--- src/rtl/core/nmos_6502_alu_register_unit_defines.svh ---
// Assertion macros for the 6502 execute unit.
// Included by the modules that carry concurrent checks; no other dependencies.
`ifndef NMOS_6502_ALU_REGISTER_UNIT_DEFINES_SVH
`define NMOS_6502_ALU_REGISTER_UNIT_DEFINES_SVH

// Consequent must hold in the same cycle as the antecedent.
`define NM6502_ASSERT_NOW(label, clk, rst_n, ante, cons, msg) \
  label: assert property (@(posedge clk) disable iff (!rst_n) (ante) |-> (cons)) \
    else $error(msg);

// Consequent must hold in the cycle after the antecedent.
`define NM6502_ASSERT_NEXT(label, clk, rst_n, ante, cons, msg) \
  label: assert property (@(posedge clk) disable iff (!rst_n) (ante) |=> (cons)) \
    else $error(msg);

`endif

--- src/rtl/core/nm6502_pkg.sv ---
// Shared types and constants of the 6502 execute unit.
// No dependencies; used by the ALU, the top level and the testbench.
package nm6502_pkg;

  typedef enum logic [4:0] {
    FN_NOP  = 5'd0,
    FN_LDA  = 5'd1,
    FN_LDX  = 5'd2,
    FN_LDY  = 5'd3,
    FN_AND  = 5'd4,
    FN_ORA  = 5'd5,
    FN_EOR  = 5'd6,
    FN_ADC  = 5'd7,
    FN_SBC  = 5'd8,
    FN_CMP  = 5'd9,
    FN_CPX  = 5'd10,
    FN_CPY  = 5'd11,
    FN_INX  = 5'd12,
    FN_INY  = 5'd13,
    FN_DEX  = 5'd14,
    FN_DEY  = 5'd15,
    FN_TAX  = 5'd16,
    FN_TAY  = 5'd17,
    FN_TXA  = 5'd18,
    FN_TYA  = 5'd19,
    FN_TSX  = 5'd20,
    FN_TXS  = 5'd21,
    FN_SED  = 5'd22,
    FN_CLD  = 5'd23,
    FN_LDST = 5'd24,
    FN_RDST = 5'd25
  } func_e;

  localparam int unsigned FLAG_C = 0;
  localparam int unsigned FLAG_Z = 1;
  localparam int unsigned FLAG_D = 3;
  localparam int unsigned FLAG_V = 6;
  localparam int unsigned FLAG_N = 7;

  localparam logic [7:0] FLAGS_ONE_MASK  = 8'h20;
  localparam logic [7:0] FLAGS_READ_MASK = 8'h30;

  typedef struct packed {
    logic [7:0] acc;
    logic [7:0] xreg;
    logic [7:0] yreg;
    logic [7:0] sp;
    logic [7:0] flags;
  } regs_t;

  localparam regs_t REGS_RESET = '{acc: 8'h00, xreg: 8'h00, yreg: 8'h00,
                                   sp: 8'hFF, flags: 8'h20};

endpackage

--- src/rtl/core/nm6502_if.sv ---
// Valid/ready channel interfaces of the 6502 execute unit.
// Self-contained; one carries operation words in, the other result words out.
interface nm6502_in_if;
  logic       valid;
  logic       ready;
  logic [4:0] func;
  logic [7:0] operand;

  modport source (output valid, output func, output operand, input ready);
  modport sink (input valid, input func, input operand, output ready);
endinterface

interface nm6502_out_if;
  logic       valid;
  logic       ready;
  logic [7:0] result;
  logic [7:0] acc_out;
  logic [7:0] x_out;
  logic [7:0] y_out;
  logic [7:0] sp_out;
  logic [7:0] flags_out;

  modport source (output valid, output result, output acc_out, output x_out,
                  output y_out, output sp_out, output flags_out, input ready);
  modport sink (input valid, input result, input acc_out, input x_out,
                input y_out, input sp_out, input flags_out, output ready);
endinterface

--- src/rtl/core/nm6502_alu.sv ---
// Combinational ALU of the 6502 execute unit: next register state and result byte.
// Depends on nm6502_pkg.
module nm6502_alu (
  input  logic [4:0]         func_i,
  input  logic [7:0]         operand_i,
  input  nm6502_pkg::regs_t  cur_i,
  output nm6502_pkg::regs_t  nxt_o,
  output logic [7:0]         result_o
);
  import nm6502_pkg::*;

  logic [7:0] a;
  logic [7:0] b;
  logic       cin;

  logic [8:0] bin_sum;
  logic [4:0] dadd_lo;
  logic [5:0] dadd_lo_adj;
  logic [8:0] dadd_s;
  logic [9:0] dadd_s_adj;

  logic [8:0] bin_diff;
  logic [4:0] dsub_lo;
  logic [8:0] dsub_hi;
  logic [8:0] dsub_d;
  logic [8:0] dsub_adj;

  logic [7:0] cmp_reg;
  logic [8:0] cmp_diff;

  assign a   = cur_i.acc;
  assign b   = operand_i;
  assign cin = cur_i.flags[FLAG_C];

  always_comb begin
    bin_sum     = {1'b0, a} + {1'b0, b} + {8'd0, cin};
    dadd_lo     = {1'b0, a[3:0]} + {1'b0, b[3:0]} + {4'd0, cin};
    dadd_lo_adj = (dadd_lo > 5'd9) ? ({1'b0, dadd_lo} + 6'd6) : {1'b0, dadd_lo};
    dadd_s      = {5'd0, dadd_lo_adj[3:0]} + {1'b0, a[7:4], 4'd0} + {1'b0, b[7:4], 4'd0}
                + ((dadd_lo_adj > 6'd15) ? 9'h010 : 9'h000);
    dadd_s_adj  = ({dadd_s[8:4], 4'd0} > 9'h090) ? ({1'b0, dadd_s} + 10'h060)
                                                  : {1'b0, dadd_s};

    bin_diff = {1'b0, a} - {1'b0, b} - {8'd0, ~cin};
    dsub_lo  = {1'b0, a[3:0]} - {1'b0, b[3:0]} - {4'd0, ~cin};
    dsub_hi  = {1'b0, a[7:4], 4'd0} - {1'b0, b[7:4], 4'd0}
             - (dsub_lo[4] ? 9'h010 : 9'h000);
    dsub_d   = {dsub_hi[8:4], (dsub_lo[4] ? (dsub_lo[3:0] - 4'd6) : dsub_lo[3:0])};
    dsub_adj = dsub_d[8] ? (dsub_d - 9'h060) : dsub_d;
  end

  always_comb begin
    unique case (func_i)
      FN_CPX:  cmp_reg = cur_i.xreg;
      FN_CPY:  cmp_reg = cur_i.yreg;
      default: cmp_reg = cur_i.acc;
    endcase
    cmp_diff = {1'b0, cmp_reg} - {1'b0, operand_i};
  end

  function automatic logic [7:0] with_nz(logic [7:0] fl, logic [7:0] v);
    logic [7:0] f;
    f = fl;
    f[FLAG_Z] = (v == 8'h00);
    f[FLAG_N] = v[7];
    return f;
  endfunction

  always_comb begin
    nxt_o    = cur_i;
    result_o = 8'h00;
    unique case (func_e'(func_i))
      FN_LDA: begin
        nxt_o.acc = operand_i;
      end
      FN_LDX: begin
        nxt_o.xreg = operand_i;
      end
      FN_LDY: begin
        nxt_o.yreg = operand_i;
      end
      FN_AND: begin
        nxt_o.acc = a & b;
      end
      FN_ORA: begin
        nxt_o.acc = a | b;
      end
      FN_EOR: begin
        nxt_o.acc = a ^ b;
      end
      FN_ADC: begin
        if (!cur_i.flags[FLAG_D]) begin
          nxt_o.acc           = bin_sum[7:0];
          nxt_o.flags         = with_nz(cur_i.flags, bin_sum[7:0]);
          nxt_o.flags[FLAG_C] = bin_sum[8];
          nxt_o.flags[FLAG_V] = ~(a[7] ^ b[7]) & (a[7] ^ bin_sum[7]);
        end else begin
          nxt_o.acc           = dadd_s_adj[7:0];
          nxt_o.flags[FLAG_Z] = (bin_sum[7:0] == 8'h00);
          nxt_o.flags[FLAG_N] = dadd_s[7];
          nxt_o.flags[FLAG_V] = (a[7] ^ dadd_s[7]) & ~(a[7] ^ b[7]);
          nxt_o.flags[FLAG_C] = dadd_s_adj[9] | dadd_s_adj[8];
        end
      end
      FN_SBC: begin
        nxt_o.acc           = cur_i.flags[FLAG_D] ? dsub_adj[7:0] : bin_diff[7:0];
        nxt_o.flags         = with_nz(cur_i.flags, bin_diff[7:0]);
        nxt_o.flags[FLAG_C] = ~bin_diff[8];
        nxt_o.flags[FLAG_V] = (a[7] ^ b[7]) & (a[7] ^ bin_diff[7]);
      end
      FN_CMP, FN_CPX, FN_CPY: begin
        nxt_o.flags         = with_nz(cur_i.flags, cmp_diff[7:0]);
        nxt_o.flags[FLAG_C] = ~cmp_diff[8];
      end
      FN_INX: begin
        nxt_o.xreg = cur_i.xreg + 8'd1;
      end
      FN_INY: begin
        nxt_o.yreg = cur_i.yreg + 8'd1;
      end
      FN_DEX: begin
        nxt_o.xreg = cur_i.xreg - 8'd1;
      end
      FN_DEY: begin
        nxt_o.yreg = cur_i.yreg - 8'd1;
      end
      FN_TAX: begin
        nxt_o.xreg = cur_i.acc;
      end
      FN_TAY: begin
        nxt_o.yreg = cur_i.acc;
      end
      FN_TXA: begin
        nxt_o.acc = cur_i.xreg;
      end
      FN_TYA: begin
        nxt_o.acc = cur_i.yreg;
      end
      FN_TSX: begin
        nxt_o.xreg = cur_i.sp;
      end
      FN_TXS: begin
        nxt_o.sp = cur_i.xreg;
        result_o = cur_i.xreg;
      end
      FN_SED: begin
        nxt_o.flags[FLAG_D] = 1'b1;
      end
      FN_CLD: begin
        nxt_o.flags[FLAG_D] = 1'b0;
      end
      FN_LDST: begin
        nxt_o.flags = operand_i | FLAGS_ONE_MASK;
        result_o    = operand_i | FLAGS_ONE_MASK;
      end
      FN_RDST: begin
        result_o = cur_i.flags | FLAGS_READ_MASK;
      end
      default: begin
        nxt_o = cur_i;
      end
    endcase

    unique case (func_e'(func_i))
      FN_LDA, FN_AND, FN_ORA, FN_EOR, FN_TXA, FN_TYA: begin
        nxt_o.flags = with_nz(cur_i.flags, nxt_o.acc);
        result_o    = nxt_o.acc;
      end
      FN_ADC, FN_SBC: begin
        result_o = nxt_o.acc;
      end
      FN_LDX, FN_INX, FN_DEX, FN_TAX, FN_TSX: begin
        nxt_o.flags = with_nz(cur_i.flags, nxt_o.xreg);
        result_o    = nxt_o.xreg;
      end
      FN_LDY, FN_INY, FN_DEY, FN_TAY: begin
        nxt_o.flags = with_nz(cur_i.flags, nxt_o.yreg);
        result_o    = nxt_o.yreg;
      end
      default: begin
      end
    endcase
  end

endmodule

--- src/rtl/core/nmos_6502_alu_register_unit.sv ---
// Top level of the 6502 execute unit: input stage, ALU and output stage.
// Depends on nm6502_pkg, the nm6502 channel interfaces, nm6502_alu and the defines header.
// A word is held in the input stage, then its result is registered in the output stage.
// Throughput: one word per cycle while the output is taken; the register file feeds
// the ALU and is written back in the same cycle, so consecutive words see updated state.
// Reset: asynchronous, active low; A, X, Y = 0, SP = 0xFF, status = 0x20, stages empty.
module nmos_6502_alu_register_unit (
  input  logic               clk_i,
  input  logic               rst_ni,
  nm6502_in_if.sink          in_i,
  nm6502_out_if.source       out_o
);
  import nm6502_pkg::*;
  `include "nmos_6502_alu_register_unit_defines.svh"

  logic       s0_valid_q;
  logic       s0_valid_d;
  logic [4:0] s0_func_q;
  logic [7:0] s0_operand_q;
  logic       out_valid_q;
  logic       out_valid_d;
  logic [7:0] result_q;
  regs_t      regs_q;
  regs_t      regs_d;
  logic [7:0] alu_result;
  logic       advance;
  logic       s0_fire;
  logic       in_fire;

  assign advance    = !out_valid_q || out_o.ready;
  assign s0_fire    = s0_valid_q && advance;
  assign in_i.ready = !s0_valid_q || advance;
  assign in_fire    = in_i.valid && in_i.ready;

  nm6502_alu u_alu (
    .func_i    (s0_func_q),
    .operand_i (s0_operand_q),
    .cur_i     (regs_q),
    .nxt_o     (regs_d),
    .result_o  (alu_result)
  );

  always_comb begin
    s0_valid_d = s0_valid_q;
    if (in_fire) begin
      s0_valid_d = 1'b1;
    end else if (s0_fire) begin
      s0_valid_d = 1'b0;
    end
    out_valid_d = out_valid_q;
    if (s0_fire) begin
      out_valid_d = 1'b1;
    end else if (out_o.ready) begin
      out_valid_d = 1'b0;
    end
  end

  always_ff @(posedge clk_i or negedge rst_ni) begin
    if (!rst_ni) begin
      s0_valid_q  <= 1'b0;
      out_valid_q <= 1'b0;
      regs_q      <= REGS_RESET;
    end else begin
      s0_valid_q  <= s0_valid_d;
      out_valid_q <= out_valid_d;
      if (s0_fire) begin
        regs_q <= regs_d;
      end
    end
  end

  always_ff @(posedge clk_i) begin
    if (in_fire) begin
      s0_func_q    <= in_i.func;
      s0_operand_q <= in_i.operand;
    end
    if (s0_fire) begin
      result_q <= alu_result;
    end
  end

  // The register file only moves when a word is executed, so it always
  // matches the word held in the output stage.
  assign out_o.valid     = out_valid_q;
  assign out_o.result    = result_q;
  assign out_o.acc_out   = regs_q.acc;
  assign out_o.x_out     = regs_q.xreg;
  assign out_o.y_out     = regs_q.yreg;
  assign out_o.sp_out    = regs_q.sp;
  assign out_o.flags_out = regs_q.flags;

  `NM6502_ASSERT_NEXT(a_regs_hold, clk_i, rst_ni, !s0_fire, $stable(regs_q), "state moved")
  `NM6502_ASSERT_NOW(a_no_overwrite, clk_i, rst_ni, !advance, !s0_fire, "result overwritten")
  `NM6502_ASSERT_NEXT(a_fire_valid, clk_i, rst_ni, s0_fire, out_valid_q, "no result for word")
  `NM6502_ASSERT_NOW(a_flag_one, clk_i, rst_ni, 1'b1, regs_q.flags[5], "status bit 5 cleared")

endmodule

--- src/flat_wrapper.sv ---
// flat-port wrapper written by rule: the top's interface ports become plain ports
module nmos_6502_alu_register_unit_flat import nm6502_pkg::*;
  (clk_i, rst_ni, in_i_valid, in_i_func, in_i_operand, in_i_ready, out_o_valid, out_o_result, out_o_acc_out, out_o_x_out, out_o_y_out, out_o_sp_out, out_o_flags_out, out_o_ready);
  nm6502_in_if in_i_i ();
  nm6502_out_if out_o_i ();
  input  logic clk_i;
  input  logic rst_ni;
  input wire logic [$bits(in_i_i.valid)-1:0] in_i_valid;
  input wire logic [$bits(in_i_i.func)-1:0] in_i_func;
  input wire logic [$bits(in_i_i.operand)-1:0] in_i_operand;
  output wire logic [$bits(in_i_i.ready)-1:0] in_i_ready;
  output wire logic [$bits(out_o_i.valid)-1:0] out_o_valid;
  output wire logic [$bits(out_o_i.result)-1:0] out_o_result;
  output wire logic [$bits(out_o_i.acc_out)-1:0] out_o_acc_out;
  output wire logic [$bits(out_o_i.x_out)-1:0] out_o_x_out;
  output wire logic [$bits(out_o_i.y_out)-1:0] out_o_y_out;
  output wire logic [$bits(out_o_i.sp_out)-1:0] out_o_sp_out;
  output wire logic [$bits(out_o_i.flags_out)-1:0] out_o_flags_out;
  input wire logic [$bits(out_o_i.ready)-1:0] out_o_ready;
  assign in_i_i.valid = in_i_valid;
  assign in_i_i.func = in_i_func;
  assign in_i_i.operand = in_i_operand;
  assign in_i_ready = in_i_i.ready;
  assign out_o_valid = out_o_i.valid;
  assign out_o_result = out_o_i.result;
  assign out_o_acc_out = out_o_i.acc_out;
  assign out_o_x_out = out_o_i.x_out;
  assign out_o_y_out = out_o_i.y_out;
  assign out_o_sp_out = out_o_i.sp_out;
  assign out_o_flags_out = out_o_i.flags_out;
  assign out_o_i.ready = out_o_ready;
  nmos_6502_alu_register_unit u_core (.clk_i(clk_i), .rst_ni(rst_ni), .in_i(in_i_i), .out_o(out_o_i));
endmodule
--- config.mk ---
export PLATFORM = sky130hd
export DESIGN_NAME = nmos_6502_alu_register_unit_flat
export DESIGN_NICKNAME = d
export VERILOG_FILES = /design/src/rtl/core/nm6502_pkg.sv /design/src/rtl/core/nm6502_if.sv /design/src/rtl/core/nm6502_alu.sv /design/src/rtl/core/nmos_6502_alu_register_unit.sv /design/src/flat_wrapper.sv
export VERILOG_INCLUDE_DIRS = /design/src /design/src/rtl/core
export SDC_FILE = /design/constraint.sdc
export NUM_CORES = 1
export LEC_CHECK = 0
export CAP_MARGIN = 25
export CORE_ASPECT_RATIO = 1.1
export CORE_MARGIN = 2
export CORE_UTILIZATION = 55
export DETAILED_ROUTE_END_ITERATION = 16
export DONT_BUFFER_PORTS = 1
export PLACE_DENSITY = 0.7
export SYNTH_ARGS = -nofsm -noshare
export SYNTH_HDL_FRONTEND = slang
export SYNTH_HIERARCHICAL = 1
export SYNTH_SLANG_ARGS = --single-unit
--- constraint.sdc ---
create_clock -name clk_i -period 5.4 [get_ports clk_i]
set_input_delay 0.81 -clock clk_i [delete_from_list [all_inputs] [get_ports clk_i]]
set_output_delay 0.81 -clock clk_i [all_outputs]
set_load 0.02 [all_outputs]
Yosys cells after proc, flatten, opt, wreduce, memory -nomap -nowiden
Cells that the tools add are included.

Add/sub/neg operators: 22. Multipliers: 0. Divide/modulo/power cells: 0. Order comparisons: 3. Eq/ne operators: 25. Shift operators: 0. Multiplexer cells: 24. Bitwise logic cells: 21. Reduce and logical (&&, ||, !) cells: 29.

Operator list (number): case mux 8 bit (3 select lines) (3); case mux 8 bit (8 select lines) (1); == test 5 bit, second input constant (10); zero test 8 bit (6); == test 5 x 4 -> 1 bit, second input constant (8); case mux 8 bit (5 select lines) (1); case mux 8 bit (4 select lines) (1); subtractor 8 x 8 -> 9 bit (3); 2-to-1 mux 8 bit (3); == test 5 x 3 -> 1 bit, second input constant (4); adder 8 x 1 -> 8 bit, second input constant (2); case mux 4 bit (4 select lines) (1); case mux 8 bit (2 select lines) (1); subtractor 8 x 1 -> 8 bit, second input constant (2); case mux 3 bit (4 select lines) (1); adder 9 x 7 -> 10 bit, second input constant (1); == test 5 x 2 -> 1 bit, second input constant (2); 2-to-1 mux 10 bit (1); 2-to-1 mux 5 bit (2); inverter 1 bit (10); AND reduction 5 bit (2); adder 4 x 8 -> 9 bit (1); adder 8 x 8 -> 9 bit (1); adder 9 x 1 -> 9 bit (1); other kinds (41) (56).

Bits in registers: 63. Latch bits: 0. RAM bits: 0. ROM bits: 0. Bits of input ports: 17. Output and inout port bits: 50. Logic and storage cells: 138. Memories: 0.

Depth between registers and ports, before layout
Gate-level depths: netlist of the first run.

Word-level depth: 13. Mapped depth: 24. Depth with buffers taken out: 24.

Hierarchy
Netlist of the first run, hierarchy kept.

By module, submodules not included: nm6502_alu (instances 1, cells an instance 691, area each 4725.8 sq um, seq. area each 0.0 sq um); nmos_6502_alu_register_unit (instances 1, cells an instance 114, area each 2389.8 sq um, seq. area each 1692.9 sq um).

Worst setup path after synthesis of the first run
Ideal clock, no wire load.

Kind: reg-to-reg. Start point: register u_core.regs_q (netlist bit u_core/out_o.acc_out[0]). End point: register u_core.regs_q (netlist bit u_core/out_o.flags_out[1]). Setup time: 0.065 ns. Arrival time: 4.792 ns. Required time: 5.335 ns. Slack: 0.543 ns. Cell stages (with the launch flop): 24. Buffers on the path: 0. Clock period less this slack: 4.857 ns. Path through: dfrtp_1 -> inv_1 -> fa_1 -> inv_1 -> fa_1 -> inv_1 -> ha_1 -> inv_1 -> o31ai_1 -> fa_1 -> inv_1 -> ha_1 -> inv_1 -> fa_1 -> ha_1 -> inv_1 -> o21ai_0 -> a32oi_1 -> xnor2_1 -> nor3_1 -> or4_1 -> nor4_1 -> a21bo_1 -> mux2_4.

RTL lines: from (decl) (line nmos_6502_alu_register_unit.sv:23) `regs_t regs_q;`; from (signal assigned) (line nmos_6502_alu_register_unit.sv:67) `regs_q <= regs_d;`.

==> summary.md, run 1 <==
| Metric | Value |
|---|---|
| Max-cap violations | 0 |
| Netlist cell types | 86 |
| Critical-path top delay cell | fa_2 |
| Clock sinks | 63 |
| Period utilization | between 90% and 100% |
| Post-synthesis net count | around 890 |
| Final hold viol count | 0 |
| GRT overflow | 0 |
| Worst skew pair latency | around 350 ps |
| Via density | 7.01 |
| Slowest stage delay, CP | approximately 570 ps |
| Port bufs | 0 |
| Outcome | finished clean |
| H-tree level count | 3 |
| Core ar. | 0.0126 mm2 |
| Routed WL | between 20000 and 30000 um |
| Fin nets | 892 |
| Top Layer Used | met4 |
| Mapped cell area | 0.00712 mm2 |
| FF-to-FF path depth | 23 |
| Yosys top cell by area | dfrtp_1 |
| Total GRT Usage | 38.1% |
| VDD IR max | 0.000526 V |
| Fillers | approximately 1100 |
| Placed Cells | 950 |
| Met1 WL | 10400 um |
| Post-route minimum period | slightly above 5000 ps |
| Slew Viols, Final | 0 |
| Worst Tran Pin Value | 1040 ps |
| WL/cell | 27.0 um |
| Most area-consuming cells after synthesis | dfrtp_1, ha_1, edfxtp_1 |
| Max Clock Freq | 0.196 GHz |
| Met3 wire length | 2030 um |
| Crit path kind | reg -> reg |
| Yosys reg bits | between 60 and 70 |
| DR vias | 6773 |
| Post-synthesis sequential area ratio | 23.8% |
| Initial core utilization | 56.3% |
| GPL Wtd Cong | 1.04 |
| Vias in the first global route | 6784 |
| Ys flop type | dfrtp_1 |
| Data required, critical path | 5680 ps |
| Critical path arrival | 5370 ps |
| Clock skew | ~6 ps |
| Critical Path Most Common Cell | inv_1 |
| Mean area per synthesized cell | 8.84 um2 |
| CP endpoint kind | flip-flop |
| Num rows | 43 |
| Number of synthesized flops with an enable pin | 21 |
| Inserted Diodes | 0 |
| Largest net degree at the start of global routing | 43 |
| Post-synth ARST share | 66.7% |
| # IOs | 67 |
| Slew margin rel. | a little under a third |
| Area grow syn2layout | 6.84% |
| Clock Tree Buf Depth | 2 |
| Final core utilization | between 60% and 70% |
| Hpwl dp | 19900 um |
| Routed wl met2 | 12100 um |
| First-pass GRT wire length | about 40000 um |
| Chip width | 112 um |
| Setup TNS | 0 ps |
| Inserted Clock Buffers | 9 |
| DIE AREA | 0.0139 mm2 |
| Critical path cell sequence | inv_1 > fa_1 > inv_1 > fa_1 > xor2_1 > inv_1 > ha_1 > inv_1 > o31ai_1 > fa_1 > inv_1 > ha_1 > inv_1 > fa_2 > ha_1 > o21ai_2 > a32oi_2 > xnor2_1 > nor3_1 > or4_1 > nor4_2 > a21bo_1 > mux2_4 |
| CP Max Fanout | 4 |
| Share of the synthesized area in the top cell type | 11.6% |
| Initial DRC Count | 867 |
| Worst Hold Class | in -> async |
| Syn Inst Count | 805 |
| Leakage | 3.53 nW |
| Die H | 123 um |
| PwrDens | just under 600 mW/mm2 |
| YS warnings | 6 |
| Residual DRC | 0 |
| Finished Layout Cells | 966 |
| Final setup vio count | 0 |
| FF+latch area | ~0.0017 mm2 |
| Clock tree from TritonCTS | built |
| Multi-input gate area | 0.00504 mm2 |
| Post-CTS setup buffers | 0 |
| Unrepaired setup endpoints after global routing | no |
| CTS Root Cell | clkbuf_16 |
| Ratio of cells with drive above 1 in the final layout | 13.8% |
| Drt pass-1 iters | 6 |
| Antenna viol nets, final | 0 |
| Startpoint types | flip-flop |
| Clk pin slew, worst setup/hold paths | 60 ps |
| Initial antenna violation count | 1 |
## final timing paths
path	startpoint	to	slack [ps]
worst min-delay path	rst_ni	u_core/out_o.valid$_DFFE_PN0P_	150
max in group asynchronous	rst_ni	u_core/out_o.sp_out[3]$_DFFE_PN1P_	5070
worst max register to register	u_core/s0_operand_q[0]$_DFFE_PP_	u_core/out_o.flags_out[1]$_DFFE_PN0P_	310
worst min register to register	u_core/s0_valid_q$_DFFE_PN0P_	u_core/out_o.valid$_DFFE_PN0P_	560
min in group clk_i	in_i_operand[7]	u_core/s0_operand_q[7]$_DFFE_PP_	560
worst max-delay path	u_core/s0_operand_q[0]$_DFFE_PP_	u_core/out_o.flags_out[1]$_DFFE_PN0P_	310
## cell usage after synthesis (5+ instances only)
master / n
o21ai_0: 30
nor2b_1: 8
fa_1: 11
o211ai_1: 9
or4_1: 5
and3_1: 5
ha_1: 60
a31oi_1: 8
nor2_1: 43
nor4_1: 8
clkbuf_1: 12
a221o_1: 5
a211o_1: 7
a21oi_1: 35
o22ai_1: 8
and2_1: 7
a21o_1: 21
buf_2: 16
nand3_1: 17
a22oi_1: 18
mux2_4: 39
nand2b_1: 9
o31ai_1: 5
inv_1: 53
buf_6: 5
dfstp_2: 9
nand2_1: 85
o21ai_1: 12
a2111oi_0: 6
xnor2_1: 24
or3_1: 5
o21a_1: 8
edfxtp_1: 21
nor3_1: 27
xor2_1: 8
dfrtp_1: 33
a211oi_1: 12
mux2i_1: 15
## critical path, delay by kind of cell (launching register included)
family / cells / cell delay (ps)
adder cells (fa/ha/maj): 7 / 2170
AND/OR/NAND/NOR: 3 / 790
AO/OA/AOI/OAI: 4 / 610
buffers and inverters: 6 / 490
flip-flops: 1 / 420
XOR/XNOR: 2 / 400
multiplexers: 1 / 140
## layout make-up
cell class	instances	area share, %
Multi-Input combinational cell	652	66.3
Sequential cell	63	22.3
Clock buffer	10	3.29
Inverter	55	2.72
Tap cell	157	2.58
Timing Repair Buffer	23	2.27
Clock inverter	6	0.527
## cell usage in the layout, fill, tap and decap left out, types with 5 or more instances in the layout
master / instances
clkbuf_16: 10
o21a_1: 8
a31oi_1: 8
mux2i_1: 15
nor4_1: 7
ha_1: 60
a22oi_1: 18
dfstp_2: 9
nand2b_1: 9
dfrtp_1: 33
o22ai_1: 8
o211ai_1: 9
a211o_1: 7
edfxtp_1: 21
nor3_1: 27
xnor2_1: 24
xor2_1: 8
and3_1: 5
or4_1: 5
a21o_1: 21
fa_1: 10
nor2b_1: 8
inv_1: 53
and2_1: 7
a2111oi_0: 6
or3_1: 5
mux2_4: 39
nand3_1: 17
o31ai_1: 5
nor2_1: 43
o21ai_0: 29
a211oi_1: 12
o21ai_1: 12
a221o_1: 5
a21oi_1: 35
nand2_1: 85
buf_4: 23
## per-stage QoR
stage | hold WS (ps) | power (mW) | setup WS (ps) | cell area, um2
2_1_floorplan | 514 | 3.04 | 543 | 7120
3_3_place_gp | 516 | 3.68 | 431 | 7290
3_5_place_dp | 516 | 3.77 | 199 | 7290
4_1_cts | 148 | 4.36 | 205 | 7580
5_1_grt | 146 | 4.75 | 11.5 | 7600
6_report | 153 | 4.45 | 310 | 7600
## state kept, by name, summed over array words and instances, names as in the netlist
name                    cells
u_core/out_o.result         8
u_core/out_o.y_out          8
u_core/s0_func_q            5
u_core/s0_valid_q           1
u_core/s0_operand_q         8
u_core/out_o.acc_out        8
u_core/out_o.valid          1
u_core/out_o.flags_out      8
u_core/out_o.sp_out         8
u_core/out_o.x_out          8
## power by group
group	total (mW)	internal [mW]	switching, mW
logic	2.77	1.18	1.58
registers	1.11	0.675	0.439
clock network	0.571	0.339	0.231
total	4.45	2.20	2.25
## logic make-up after synthesis
group,after synthesis,synth area share (%)
AOI/OAI and AO/OA,232,23.0
xor gates and xnor gates,33,4.27
and+or+nand+nor,258,18.7
DFF,63,23.8
muxes,58,11.0
adders and majority gates,71,13.6
buffers and inverters,90,5.61
## routing by layer
metal  vias to the layer above  global-route usage, %
li1                       3005                      -
met1                      3279                   47.9
met2                       371                   62.7
met3                       118                   6.47
met4                         0                   21.2
met5                         -                      0
## what timing repair did
action | 4_1_cts | 5_1_grt
hold buffers | 0 | 0
resized for setup | 0 | 5
setup endpoints to repair | 0 | 2
(Power assumes the default switching activity.)
==> inputs of run 2 (changes only) <==
--- a/config.mk
+++ b/config.mk
@@ -14,2 +14,3 @@
 export DONT_BUFFER_PORTS = 1
+export GPL_TIMING_DRIVEN = 0
 export PLACE_DENSITY = 0.7
==> constraint.sdc (replaced) <==
create_clock -name clk_i -period 5.4 [get_ports clk_i]
set_input_delay 0.54 -clock clk_i [delete_from_list [all_inputs] [get_ports clk_i]]
set_output_delay 0.54 -clock clk_i [all_outputs]
set_load 0.02 [all_outputs]
==> run 2 against run 1 <==
Against the previous run:
- cell count increased by 2.3%
- combinational power down 2%
- global-route usage up 1.1 points
- routed wire length rose by 3.4%
- clock-buffer cell count is 1 lower
- largest cell class unchanged
==> summary.md, run 2 (same netlist as run 1, synthesis figures left out) <==
| Metric | Value |
|---|---|
| Outcome | finished clean |
| Met3 wire length | a little over 2000 um |
| Die H | approximately 120 um |
| Ratio of cells with drive above 1 in the final layout | 16.4% |
| Via density | a little over 7 |
| Post-route minimum period | 5150 ps |
| Fillers | 1109 |
| CP endpoint kind | flip-flop |
| Inserted Clock Buffers | 9 |
| DIE AREA | 0.0139 mm2 |
| Leakage | approximately 3.6 nW |
| Slowest stage delay, CP | about 570 ps |
| First-pass GRT wire length | between 40000 and 50000 um |
| Period utilization | 95.3% |
| Core ar. | approximately 0.013 mm2 |
| Routed wl met2 | 12600 um |
| Initial core utilization | 56.3% |
| WL/cell | 27.3 um |
| Data required, critical path | 5420 ps |
| Num rows | 43 |
| CP Max Fanout | 8 |
| Vias in the first global route | 6706 |
| # IOs | 67 |
| Antenna viol nets, final | 0 |
| Worst skew pair latency | 340 ps |
| Met1 WL | 10500 um |
| Worst path top cell family by delay | adder cells |
| Total GRT Usage | between 30% and 40% |
| Final setup vio count | 0 |
| Post-layout instance area | 0.00774 mm2 |
| Critical-path top delay cell | dfrtp_2 |
| Worst Tran Pin Value | 1000 ps |
| Crit path kind | reg -> reg |
| Worst Hold Class | in -> async |
| Final core utilization | 61.2% |
| Setup ws final | 252 ps |
| Unrepaired setup endpoints after global routing | no |
| Drt pass-1 iters | 8 |
| Startpoint types | flip-flop |
| Critical path arrival | 5170 ps |
| H-tree level count | 3 |
| Dpl ws | -433 ps |
| Finished Layout Cells | just under 1000 |
| GPL Wtd Cong | 1.02 |
| Final hold viol count | 0 |
| Residual DRC | 0 |
| DR vias | 6965 |
| Port bufs | 0 |
| Hpwl dp | 20500 um |
| Placed Cells | between 900 and 1000 |
| Critical path cell sequence | inv_2 > fa_2 > inv_1 > fa_2 > xor2_1 > nor2_1 > o21ai_0 > o31ai_2 > fa_1 > inv_1 > ha_1 > inv_1 > fa_2 > nand2b_1 > or2_1 > a32oi_2 > xnor2_1 > nor3_1 > nor4_2 > o2111ai_1 |
| Max-cap violations | 0 |
| Clk pin slew, worst setup/hold paths | 60 ps |
| Largest net degree at the start of global routing | 34 |
| VDD IR max | approximately 0.00048 V |
| Chip width | 112 um |
| Clock sinks | 63 |
| Multi-input gate area | 0.00508 mm2 |
| GRT overflow | 0 |
| CTS Root Cell | clkbuf_16 |
| PwrDens | 577 mW/mm2 |
| Clock Tree Buf Depth | 2 |
| Max Clock Freq | about 0.19 GHz |
| Slew margin rel. | 32.5% |
| Clock tree from TritonCTS | built |
| Top Layer Used | met4 |
| Placement Cell Area | 0.00732 mm2 |
| Worst path buffer plus inverter count | 4 |
| Clock skew | 7.17 ps |
| Slew Viols, Final | 0 |
| Initial antenna violation count | 0 |
| FF+latch area | 0.00170 mm2 |
| Area grow syn2layout | 8.74% |
| Initial DRC Count | 908 |
| Fin nets | approximately 910 |
| Commonest cells after routing, fill and taps aside | nand2_1, ha_1, inv_1, nor2_1, mux2_4 |
| Most common cell after layout, fill and taps aside | nand2_1 |
| Routed WL | 27000 um |
| Inserted Diodes | 0 |
[run 2: changes by cell type in the layout (fill, tap and decap cells not counted), sizes merged]
cell      delta
inv          -2
clkinv       +2
buf         +11
clkbuf      +10
clkinvlp     +1
[run 2: cell type report]
| class | count | area share, % |
|---|---|---|
| well taps | 157 | 2.54 |
| flip-flops and latches | 63 | 22.0 |
| clock inverters | 7 | 0.631 |
| multi-input cells | 652 | 65.6 |
| repair buffers | 10 | 1.08 |
| clock buffers | 9 | 2.91 |
| inverters | 55 | 2.67 |
| plain buffers | 35 | 2.54 |
[run 2: metrics by stage]
step / TNS, ps / power [mW] / hold slack [ps]
final: 0 / 4.47 / 36.3
after global routing: 0 / 4.78 / 25.8
after CTS: 0 / 4.34 / 27.7
after detailed placement: -1440 / 3.75 / 245
after global placement: -1120 / 3.66 / 246
after floorplan: 0 / 3.04 / 244
[run 2: final timing paths]
check,from,endpoint,slack [ps],cells past startpoint
worst max-delay path,u_core/out_o.acc_out[0]$_DFFE_PN0P_,u_core/out_o.result[5]$_DFFE_PP_,250,20
worst min-delay path,rst_ni,u_core/out_o.flags_out[5]$_DFFE_PN1P_,40,0
worst max register to register,u_core/out_o.acc_out[0]$_DFFE_PN0P_,u_core/out_o.result[5]$_DFFE_PP_,250,20
worst min register to register,u_core/s0_valid_q$_DFFE_PN0P_,u_core/out_o.valid$_DFFE_PN0P_,560,1
max in group asynchronous,rst_ni,u_core/out_o.acc_out[2]$_DFFE_PN0P_,5160,1
min in group clk_i,in_i_operand[7],u_core/s0_operand_q[7]$_DFFE_PP_,290,0
[run 2: per-layer routing]
metal | GRT usage (%) | up-vias
li1 | - | 3052
met1 | 48.4 | 3403
met2 | 64.6 | 411
met3 | 7.40 | 99
met4 | 22.6 | 0
met5 | 0 | -
[run 2: timing repair]
item                                    4_1_cts  5_1_grt
hold buffers                                  1        0
pin swaps                                     2        4
buffers inserted                              2        6
endpoints found under the setup margin        5        5
gates resized for setup                      12       13
endpoints found under the hold margin        33        0
[run 2: power by group]
group | switching (mW) | leakage [nW] | internal [mW]
Clock | 0.225 | 0.136 | 0.311
Combinational | 1.51 | 2.72 | 1.19
Sequential | 0.546 | 0.707 | 0.678
